## src/rtl/ifpe_pkg.sv

```systemverilog
// Package for the IR frame pulse encoder: word types, register indexes,
// configuration record and job record shared by all modules.
// Depends on nothing.
package ifpe_pkg;

	localparam int DUR_W       = 15;
	localparam int CFG_IDX_W   = 3;
	localparam int WAKE_PULSES = 5;
	localparam int WAKE_CNT_W  = 4;
	localparam int JOBQ_DEPTH  = 4;
	localparam int JOBQ_PTR_W  = 2;

	localparam logic [CFG_IDX_W-1:0] REG_HEADER_MARK        = 3'd0;
	localparam logic [CFG_IDX_W-1:0] REG_HEADER_SPACE       = 3'd1;
	localparam logic [CFG_IDX_W-1:0] REG_BIT_MARK           = 3'd2;
	localparam logic [CFG_IDX_W-1:0] REG_ONE_SPACE          = 3'd3;
	localparam logic [CFG_IDX_W-1:0] REG_ZERO_SPACE         = 3'd4;
	localparam logic [CFG_IDX_W-1:0] REG_SHORT_MARK         = 3'd5;
	localparam logic [CFG_IDX_W-1:0] REG_WAKE_TRAILER_SPACE = 3'd6;
	localparam logic [CFG_IDX_W-1:0] REG_FRAME_GAP_SPACE    = 3'd7;

	typedef struct packed {
		logic [7:0] data_byte;
		logic       frame_index;
		logic       first_byte;
		logic       last_byte;
	} in_word_t;

	typedef struct packed {
		logic [DUR_W-1:0] mark_time;
		logic [DUR_W-1:0] space_time;
		logic             run_end;
	} out_word_t;

	typedef struct packed {
		logic [DUR_W-1:0] header_mark;
		logic [DUR_W-1:0] header_space;
		logic [DUR_W-1:0] bit_mark;
		logic [DUR_W-1:0] one_space;
		logic [DUR_W-1:0] zero_space;
		logic [DUR_W-1:0] short_mark;
		logic [DUR_W-1:0] wake_trailer_space;
		logic [DUR_W-1:0] frame_gap_space;
	} cfg_t;

	typedef struct packed {
		logic [7:0] data_byte;
		logic [7:0] sum_byte;
		logic       second;
		logic       first;
		logic       last;
	} job_t;

	typedef struct packed {
		logic valid;
		job_t job;
	} job_req_t;

endpackage

```

## src/rtl/ifpe_cfg_regs.sv

```systemverilog
// Configuration register file of the IR frame pulse encoder.
// Depends on ifpe_pkg.
module ifpe_cfg_regs
	import ifpe_pkg::*;
(
	input  logic                  clk,
	input  logic                  arst_n,
	input  logic                  cfg_write,
	input  logic [CFG_IDX_W-1:0]  cfg_index,
	input  logic [DUR_W-1:0]      cfg_data,
	output cfg_t                  cfg
);

	cfg_t cfg_q;

	always_ff @(posedge clk or negedge arst_n) begin
		if (!arst_n) begin
			cfg_q.header_mark        <= 15'd3500;
			cfg_q.header_space       <= 15'd1728;
			cfg_q.bit_mark           <= 15'd428;
			cfg_q.one_space          <= 15'd1280;
			cfg_q.zero_space         <= 15'd428;
			cfg_q.short_mark         <= 15'd428;
			cfg_q.wake_trailer_space <= 15'd25000;
			cfg_q.frame_gap_space    <= 15'd29000;
		end else if (cfg_write) begin
			unique case (cfg_index)
				REG_HEADER_MARK:        cfg_q.header_mark        <= cfg_data;
				REG_HEADER_SPACE:       cfg_q.header_space       <= cfg_data;
				REG_BIT_MARK:           cfg_q.bit_mark           <= cfg_data;
				REG_ONE_SPACE:          cfg_q.one_space          <= cfg_data;
				REG_ZERO_SPACE:         cfg_q.zero_space         <= cfg_data;
				REG_SHORT_MARK:         cfg_q.short_mark         <= cfg_data;
				REG_WAKE_TRAILER_SPACE: cfg_q.wake_trailer_space <= cfg_data;
				REG_FRAME_GAP_SPACE:    cfg_q.frame_gap_space    <= cfg_data;
				default:                cfg_q.header_mark        <= cfg_q.header_mark;
			endcase
		end
	end

	assign cfg = cfg_q;

endmodule

```

## src/rtl/ifpe_front.sv

```systemverilog
// Front end of the IR frame pulse encoder: accepts input words, keeps the
// running frame checksum and turns each word into a job.
// Depends on ifpe_pkg.
module ifpe_front
	import ifpe_pkg::*;
(
	input  logic     clk,
	input  logic     arst_n,
	input  logic     push,
	input  in_word_t in_word,
	input  logic     jobq_full,
	output logic     full,
	output job_req_t enq
);

	logic [7:0] sum_q;
	logic [7:0] sum_next;
	logic       accept;

	assign accept   = push && !jobq_full;
	assign sum_next = (in_word.first_byte ? 8'd0 : sum_q) + in_word.data_byte;

	always_ff @(posedge clk or negedge arst_n) begin
		if (!arst_n) begin
			sum_q <= 8'd0;
		end else if (accept) begin
			sum_q <= in_word.last_byte ? 8'd0 : sum_next;
		end
	end

	assign full              = jobq_full;
	assign enq.valid         = accept;
	assign enq.job.data_byte = in_word.data_byte;
	assign enq.job.sum_byte  = sum_next;
	assign enq.job.second    = in_word.frame_index;
	assign enq.job.first     = in_word.first_byte;
	assign enq.job.last      = in_word.last_byte;

endmodule

```

## src/rtl/ifpe_job_queue.sv

```systemverilog
// Short job queue between the front end and the symbol sequencer.
// Depends on ifpe_pkg.
module ifpe_job_queue
	import ifpe_pkg::*;
(
	input  logic     clk,
	input  logic     arst_n,
	input  job_req_t enq,
	input  logic     deq,
	output logic     full,
	output logic     empty,
	output job_t     head
);

	job_t                mem [JOBQ_DEPTH];
	logic [JOBQ_PTR_W:0] wr_ptr_q;
	logic [JOBQ_PTR_W:0] rd_ptr_q;

	assign empty = (wr_ptr_q == rd_ptr_q);
	assign full  = (wr_ptr_q[JOBQ_PTR_W] != rd_ptr_q[JOBQ_PTR_W]) &&
	               (wr_ptr_q[JOBQ_PTR_W-1:0] == rd_ptr_q[JOBQ_PTR_W-1:0]);
	assign head  = mem[rd_ptr_q[JOBQ_PTR_W-1:0]];

	always_ff @(posedge clk) begin
		if (enq.valid) begin
			mem[wr_ptr_q[JOBQ_PTR_W-1:0]] <= enq.job;
		end
	end

	always_ff @(posedge clk or negedge arst_n) begin
		if (!arst_n) begin
			wr_ptr_q <= '0;
			rd_ptr_q <= '0;
		end else begin
			if (enq.valid) begin
				wr_ptr_q <= wr_ptr_q + 1'b1;
			end
			if (deq && !empty) begin
				rd_ptr_q <= rd_ptr_q + 1'b1;
			end
		end
	end

endmodule

```

## src/rtl/ifpe_back.sv

```systemverilog
// Symbol sequencer of the IR frame pulse encoder: walks one job through its
// preamble if opening, data bits, then checksum bits and end pulse if closing,
// one symbol per cycle while the output is popped. Depends on ifpe_pkg.
module ifpe_back
	import ifpe_pkg::*;
(
	input  logic      clk,
	input  logic      arst_n,
	input  cfg_t      cfg,
	input  logic      jobq_empty,
	input  job_t      jobq_head,
	output logic      deq,
	input  logic      pop,
	output logic      empty,
	output out_word_t out_word
);

	typedef enum logic [5:0] {
		PH_WAKE    = 6'b000001,
		PH_TRAILER = 6'b000010,
		PH_HEADER  = 6'b000100,
		PH_DATA    = 6'b001000,
		PH_SUM     = 6'b010000,
		PH_END     = 6'b100000
	} phase_t;

	localparam logic                  WAKE_ON   = (WAKE_PULSES != 0);
	localparam logic [WAKE_CNT_W-1:0] WAKE_LAST = WAKE_CNT_W'(WAKE_PULSES - 1);

	logic                  busy_q;
	job_t                  job_q;
	phase_t                phase_q;
	phase_t                phase_next;
	phase_t                phase_start;
	logic [WAKE_CNT_W-1:0] cnt_q;
	logic [WAKE_CNT_W-1:0] cnt_next;
	logic                  out_valid_q;
	out_word_t             out_q;
	out_word_t             sym;
	logic                  advance;
	logic                  is_final;
	logic                  load;
	logic                  bit_val;

	assign advance = busy_q && (!out_valid_q || pop);
	assign load    = !jobq_empty && (!busy_q || (advance && is_final));
	assign deq     = load;

	always_comb begin
		bit_val  = 1'b0;
		is_final = 1'b0;
		sym      = '0;
		unique case (phase_q)
			PH_WAKE: begin
				sym.mark_time  = cfg.short_mark;
				sym.space_time = cfg.zero_space;
			end
			PH_TRAILER: begin
				sym.mark_time  = cfg.short_mark;
				sym.space_time = cfg.wake_trailer_space;
			end
			PH_HEADER: begin
				sym.mark_time  = cfg.header_mark;
				sym.space_time = cfg.header_space;
			end
			PH_DATA: begin
				bit_val        = job_q.data_byte[cnt_q[2:0]];
				sym.mark_time  = cfg.bit_mark;
				sym.space_time = bit_val ? cfg.one_space : cfg.zero_space;
				is_final       = (cnt_q[2:0] == 3'd7) && !job_q.last;
			end
			PH_SUM: begin
				bit_val        = job_q.sum_byte[cnt_q[2:0]];
				sym.mark_time  = cfg.bit_mark;
				sym.space_time = bit_val ? cfg.one_space : cfg.zero_space;
			end
			PH_END: begin
				sym.mark_time  = cfg.short_mark;
				sym.space_time = job_q.second ? cfg.zero_space : cfg.frame_gap_space;
				is_final       = 1'b1;
			end
			default: begin
				sym = '0;
			end
		endcase
		sym.run_end = is_final;
	end

	always_comb begin
		phase_next = phase_q;
		cnt_next   = cnt_q + 1'b1;
		unique case (phase_q)
			PH_WAKE: begin
				if (cnt_q == WAKE_LAST) begin
					phase_next = PH_TRAILER;
					cnt_next   = '0;
				end
			end
			PH_TRAILER: begin
				phase_next = PH_HEADER;
				cnt_next   = '0;
			end
			PH_HEADER: begin
				phase_next = PH_DATA;
				cnt_next   = '0;
			end
			PH_DATA: begin
				if (cnt_q[2:0] == 3'd7) begin
					phase_next = PH_SUM;
					cnt_next   = '0;
				end
			end
			PH_SUM: begin
				if (cnt_q[2:0] == 3'd7) begin
					phase_next = PH_END;
					cnt_next   = '0;
				end
			end
			PH_END: begin
				cnt_next = '0;
			end
			default: begin
				phase_next = PH_DATA;
				cnt_next   = '0;
			end
		endcase
	end

	always_comb begin
		if (jobq_head.first && !jobq_head.second) begin
			phase_start = WAKE_ON ? PH_WAKE : PH_TRAILER;
		end else if (jobq_head.first) begin
			phase_start = PH_HEADER;
		end else begin
			phase_start = PH_DATA;
		end
	end

	always_ff @(posedge clk) begin
		if (load) begin
			job_q <= jobq_head;
		end
		if (advance) begin
			out_q <= sym;
		end
	end

	always_ff @(posedge clk or negedge arst_n) begin
		if (!arst_n) begin
			busy_q      <= 1'b0;
			phase_q     <= PH_DATA;
			cnt_q       <= '0;
			out_valid_q <= 1'b0;
		end else begin
			if (load) begin
				busy_q  <= 1'b1;
				phase_q <= phase_start;
				cnt_q   <= '0;
			end else if (advance) begin
				busy_q  <= !is_final;
				phase_q <= phase_next;
				cnt_q   <= cnt_next;
			end
			if (advance) begin
				out_valid_q <= 1'b1;
			end else if (pop) begin
				out_valid_q <= 1'b0;
			end
		end
	end

	assign empty    = !out_valid_q;
	assign out_word = out_q;

endmodule

```

## src/rtl/ir_frame_pulse_encoder_unit.sv

```systemverilog
// Top level of the IR frame pulse encoder: configuration registers, front
// end, job queue and symbol sequencer.
// Depends on ifpe_pkg, ifpe_cfg_regs, ifpe_front, ifpe_job_queue, ifpe_back.
//
// Usage: payload bytes of a two-frame command enter as words on the push/full
// side; each byte carries its frame index and first/last flags. The block
// emits one mark/space word per symbol on the empty/pop side, and run_end
// marks the last symbol caused by an input word. A frame-one opening byte
// gives the wake pulses, the trailer and a header before its eight bits; a
// frame-two opening byte gives a header; a closing byte adds eight checksum
// bits and an end pulse. Registers are written through cfg_write, cfg_index
// and cfg_data while the block is idle; the user, not the block, ensures it.
// An accepted word is written into the job queue, loaded into the job
// register of the sequencer and its first symbol registered in the output
// word. Throughput: one symbol per cycle while the output is popped; a
// word gives 8 to WAKE_PULSES + 19 symbols (8 to 24 here), and a four-deep
// job queue lets the front keep accepting words meanwhile. When the receiver
// stalls, the output word holds and the sequencer waits; full rises once
// the job queue holds four words. Reset clears the checksum and the queue,
// empties the output and loads the default durations into the registers.
module ir_frame_pulse_encoder_unit
	import ifpe_pkg::*;
(
	input  logic                 clk,
	input  logic                 arst_n,
	input  logic                 cfg_write,
	input  logic [CFG_IDX_W-1:0] cfg_index,
	input  logic [DUR_W-1:0]     cfg_data,
	input  logic                 push,
	output logic                 full,
	input  in_word_t             in_word,
	output logic                 empty,
	input  logic                 pop,
	output out_word_t            out_word
);

	cfg_t     cfg;
	job_req_t enq;
	logic     jobq_full;
	logic     jobq_empty;
	job_t     jobq_head;
	logic     deq;

	ifpe_cfg_regs u_cfg (
		.clk       (clk),
		.arst_n    (arst_n),
		.cfg_write (cfg_write),
		.cfg_index (cfg_index),
		.cfg_data  (cfg_data),
		.cfg       (cfg)
	);

	ifpe_front u_front (
		.clk       (clk),
		.arst_n    (arst_n),
		.push      (push),
		.in_word   (in_word),
		.jobq_full (jobq_full),
		.full      (full),
		.enq       (enq)
	);

	ifpe_job_queue u_jobq (
		.clk    (clk),
		.arst_n (arst_n),
		.enq    (enq),
		.deq    (deq),
		.full   (jobq_full),
		.empty  (jobq_empty),
		.head   (jobq_head)
	);

	ifpe_back u_back (
		.clk        (clk),
		.arst_n     (arst_n),
		.cfg        (cfg),
		.jobq_empty (jobq_empty),
		.jobq_head  (jobq_head),
		.deq        (deq),
		.pop        (pop),
		.empty      (empty),
		.out_word   (out_word)
	);

endmodule

```

## config.mk

```make
export PLATFORM = sky130hd
export DESIGN_NAME = ir_frame_pulse_encoder_unit
export DESIGN_NICKNAME = d
export VERILOG_FILES = /design/src/rtl/ifpe_pkg.sv /design/src/rtl/ifpe_cfg_regs.sv /design/src/rtl/ifpe_front.sv /design/src/rtl/ifpe_job_queue.sv /design/src/rtl/ifpe_back.sv /design/src/rtl/ir_frame_pulse_encoder_unit.sv
export SDC_FILE = /design/constraint.sdc
export NUM_CORES = 1
export LEC_CHECK = 0
export BUFFER_PORTS_ARGS = -buffer_cell sky130_fd_sc_hd__clkbuf_2
export CAP_MARGIN = 5
export CORE_ASPECT_RATIO = 0.5
export CORE_MARGIN = 10
export CORE_UTILIZATION = 45
export CTS_CLUSTER_SIZE = 30
export DETAILED_ROUTE_END_ITERATION = 8
export GPL_TIMING_DRIVEN = 0
export HOLD_SLACK_MARGIN = 0.05
export MAX_ROUTING_LAYER = met4
export PLACE_DENSITY_LB_ADDON = 0.1
export SYNTH_ARGS = -nofsm -noshare
export SYNTH_HDL_FRONTEND = slang
export SYNTH_SLANG_ARGS = --single-unit
```

## constraint.sdc

```tcl
create_clock -name clk -period 3.3 [get_ports clk]
set_clock_uncertainty 0.15 [all_clocks]
set_input_delay 0.165 -clock clk [delete_from_list [all_inputs] [get_ports clk]]
set_output_delay 0.165 -clock clk [all_outputs]
set_load 0.02 [all_outputs]
```

==> results by group <==
Outcome
  – Status: finished clean

Floorplan
  – Total core area: 25030 sq um
  – Chip Height: 132.5 um
  – Starting Density: 0.4550
  – Die X: between 200 and 250 um
  – Io pins: 67
  – Row cnt: 41
  – Die ar.: 32460 sq um

Route
  – Initial DRT Pass Iterations: 5
  – Avg WL per Cell: 19.70 um
  – Final WL: 23.46 mm
  – Via count: 6390
  – # DRC: 0
  – Routed vias/inst: 5.365
  – ANT nets after route: 0
  – Initial DRC count: 426

GRT
  – Total grt overflow: 0
  – First-pass GRT wire length: 38.31 mm
  – Initial antenna violation count: 0
  – Largest net degree at the start of global routing: 77
  – Via count of the first global-routing pass: between 6000 and 7000
  – GR Util All Layers: 0.1518

Worst setup path
  – Startpoint Class: flip-flop
  – CP peak stage delay: 580 ps
  – Crit path DAT: 3200 ps
  – Crit path cell chain: buf_2 -> nor4_1 -> nand3b_1 -> nor2_1 -> clkbuf_1 -> a21o_1 -> a221o_1
  – Critical path's slowest cell: clkbuf_1
  – CP Max Fanout: 10
  – Buf/Inv on CP: 2
  – CP Class: flip-flop to flip-flop
  – Worst path top cell family by delay: simple AND/OR/NAND/NOR gates
  – Worst Setup End Kind: flip-flop
  – Worst EP required: about 3500 ps

Yosys
  – Synth Register Bits: 271
  – Synthesis Warnings: 0
  – Ys flop type: edfxtp_1
  – Ys async rst share: 0.5387
  – Post-synth cell types: 53
  – Syn nets: 760
  – Post-synth EDFFs: around 130
  – Synthesized area: ~11000 sq um
  – Sequential area share after synthesis: 0.6548
  – Synth Instances: 710
  – Syn Area/Cell: 16.04 sq um

STA
  – Worst Max-Slew Pin Slew: between 1000 and 1500 ps
  – RSZ-0062 raised after global routing: false
  – Hold_ws: between 80 and 90 ps
  – Worst relative slew slack: 0.2770
  – Max-slew violations: 0
  – Max Clock Freq: 335.5 MHz
  – Setup TNS: 0 ps
  – Final hold vios: 0
  – Fin crit share: 0.9033
  – Endpoints failing setup: 0
  – Post-layout min period: 2981 ps

Final layout
  – Layout cells sized above 1: 0.3577
  – Nets: 879
  – Fillers: 2147
  – Most common cell after layout, fill and taps aside: edfxtp_1
  – ANT cells: 0
  – Synth-to-layout area growth: 16.57%
  – Commonest cells after routing, fill and taps aside: edfxtp_1 (125), mux2_2 (121), dfrtp_1 (105)

Placed design
  – GP Congestion: 0.8072
  – Input/output buffers: 62
  – DP HPWL: 15.45 mm

CTS
  – CTS H-tree depth: 1
  – Clk Latency, worst-skew pair: 520 ps
  – Clk buf depth: 3
  – Clk slew on worst S/H paths: 60 ps
  – CTS Buf Count: 25
  – Clock sink total: 271
  – CTS tree: built
  – CTS root buf: clkbuf_16

Pwr
  – Total power draw: roughly 11 mW
  – Maximum VDD drop: 0.0004095 V
  – Leak: about 5.4 nW
  – Pwr dens: 817.9 nW/um^2

Hold path
  – Hold Path Class: primary input to asynchronous set/reset pin

Flow run
  – Maximum Capacitance Violations: 0
[Yosys cell counts (15+ instances only)]
cell type	count	area, sq um
dfstp_2	41	1077
inv_1	28	105.1
dfrtp_1	105	2628
nor2_1	16	60.06
ha_1	15	187.7
clkbuf_1	23	86.33
a21o_1	16	120.1
a222oi_1	15	150.1
mux2_2	121	1363
mux4_2	23	518.0
edfxtp_1	125	3754
a22o_1	18	157.7
a221o_1	15	150.1
[metrics by stage]
stage	instances	util	cell area, sq um	worst slack (ps)
6_report	1191	0.5303	13280	319.1
3_3_place_gp	1116	0.4846	12130	-657.0
5_1_grt	1191	0.5303	13280	15.77
3_5_place_dp	1117	0.4863	12170	308.6
4_1_cts	1191	0.5301	13270	289.8
2_1_floorplan	710	-	11390	745.9
[report_power, final]
| part | switching (mW) | internal (mW) | leakage [nW] |
|---|---|---|---|
| logic | 1.70 | 1.29 | 2.14 |
| clock network | 1.22 | 1.63 | 0.395 |
| registers | 0.349 | 4.67 | 2.88 |
| total | 3.27 | 7.59 | 5.41 |
[layer usage]
layer	vias to the layer above	part of all wire	global-route usage
li1	2961	-	-
met1	3336	0.47	0.1981
met2	73	0.49	0.2473
met3	20	0.028	0.02712
met4	0	0.011	0.02779
met5	-	0	-
[kinds of logic (layout without fill, tap and decap cells)]
| logic type | count (synthesis) | after routing | share of synthesized area |
|---|---|---|---|
| flops | 271 | 271 | 0.6548 |
| compound gates | 97 | 97 | 0.07031 |
| mux | 152 | 152 | 0.1723 |
| fa+ha+maj | 16 | 16 | 0.01824 |
| buf+inv | 61 | 198 | 0.02219 |
| simple gates | 97 | 97 | 0.04987 |
| xor+xnor | 16 | 16 | 0.01230 |
[path summary, 6_finish.rpt]
kind                                   start  cells after the start  slack [ps]                  end
max                        u_back.phase_q[0]                      7         320  u_back.out_word[14]
min                                   arst_n                      2          90       u_cfg.cfg[117]
max reg2reg                u_back.phase_q[0]                      7         320  u_back.out_word[14]
min reg2reg                 u_front.sum_q[2]                      2         330     u_front.sum_q[2]
max in group asynchronous             arst_n                      3        2090    u_back.phase_q[3]
min in group clk                cfg_index[0]                      4         130        u_cfg.cfg[99]
[area by class of cell]
class,instances,area (sq um),area share
flip-flops and latches,271,7458,0.5618
multi-input cells,378,3690,0.2779
clock buffers,34,689.4,0.05193
repair buffers,92,636.9,0.04797
well taps,344,430.4,0.03242
plain buffers,33,147.6,0.01112
clock inverters,11,118.9,0.008953
inverters,28,105.1,0.007916
[registers in the layout, indices dropped and copies added, names as in the netlist]
signal and cells:
u_back.phase_q 6, u_back.cnt_q 4, u_jobq.wr_ptr_q 3, u_jobq.rd_ptr_q 3, u_back.job_q 18, u_back.out_word 31, u_back.busy_q 1, u_cfg.cfg 120
u_jobq.mem 76, u_back.out_valid_q 1, u_front.sum_q 8
[what timing repair did]
action | in CTS | in global routing
setup buffers | 0 | 0
endpoints found under the setup margin | 0 | 0
hold buffers | 29 | 0
gates resized for setup | 0 | 0
endpoints found under the hold margin | 271 | 0
(Power assumes the default switching activity.)
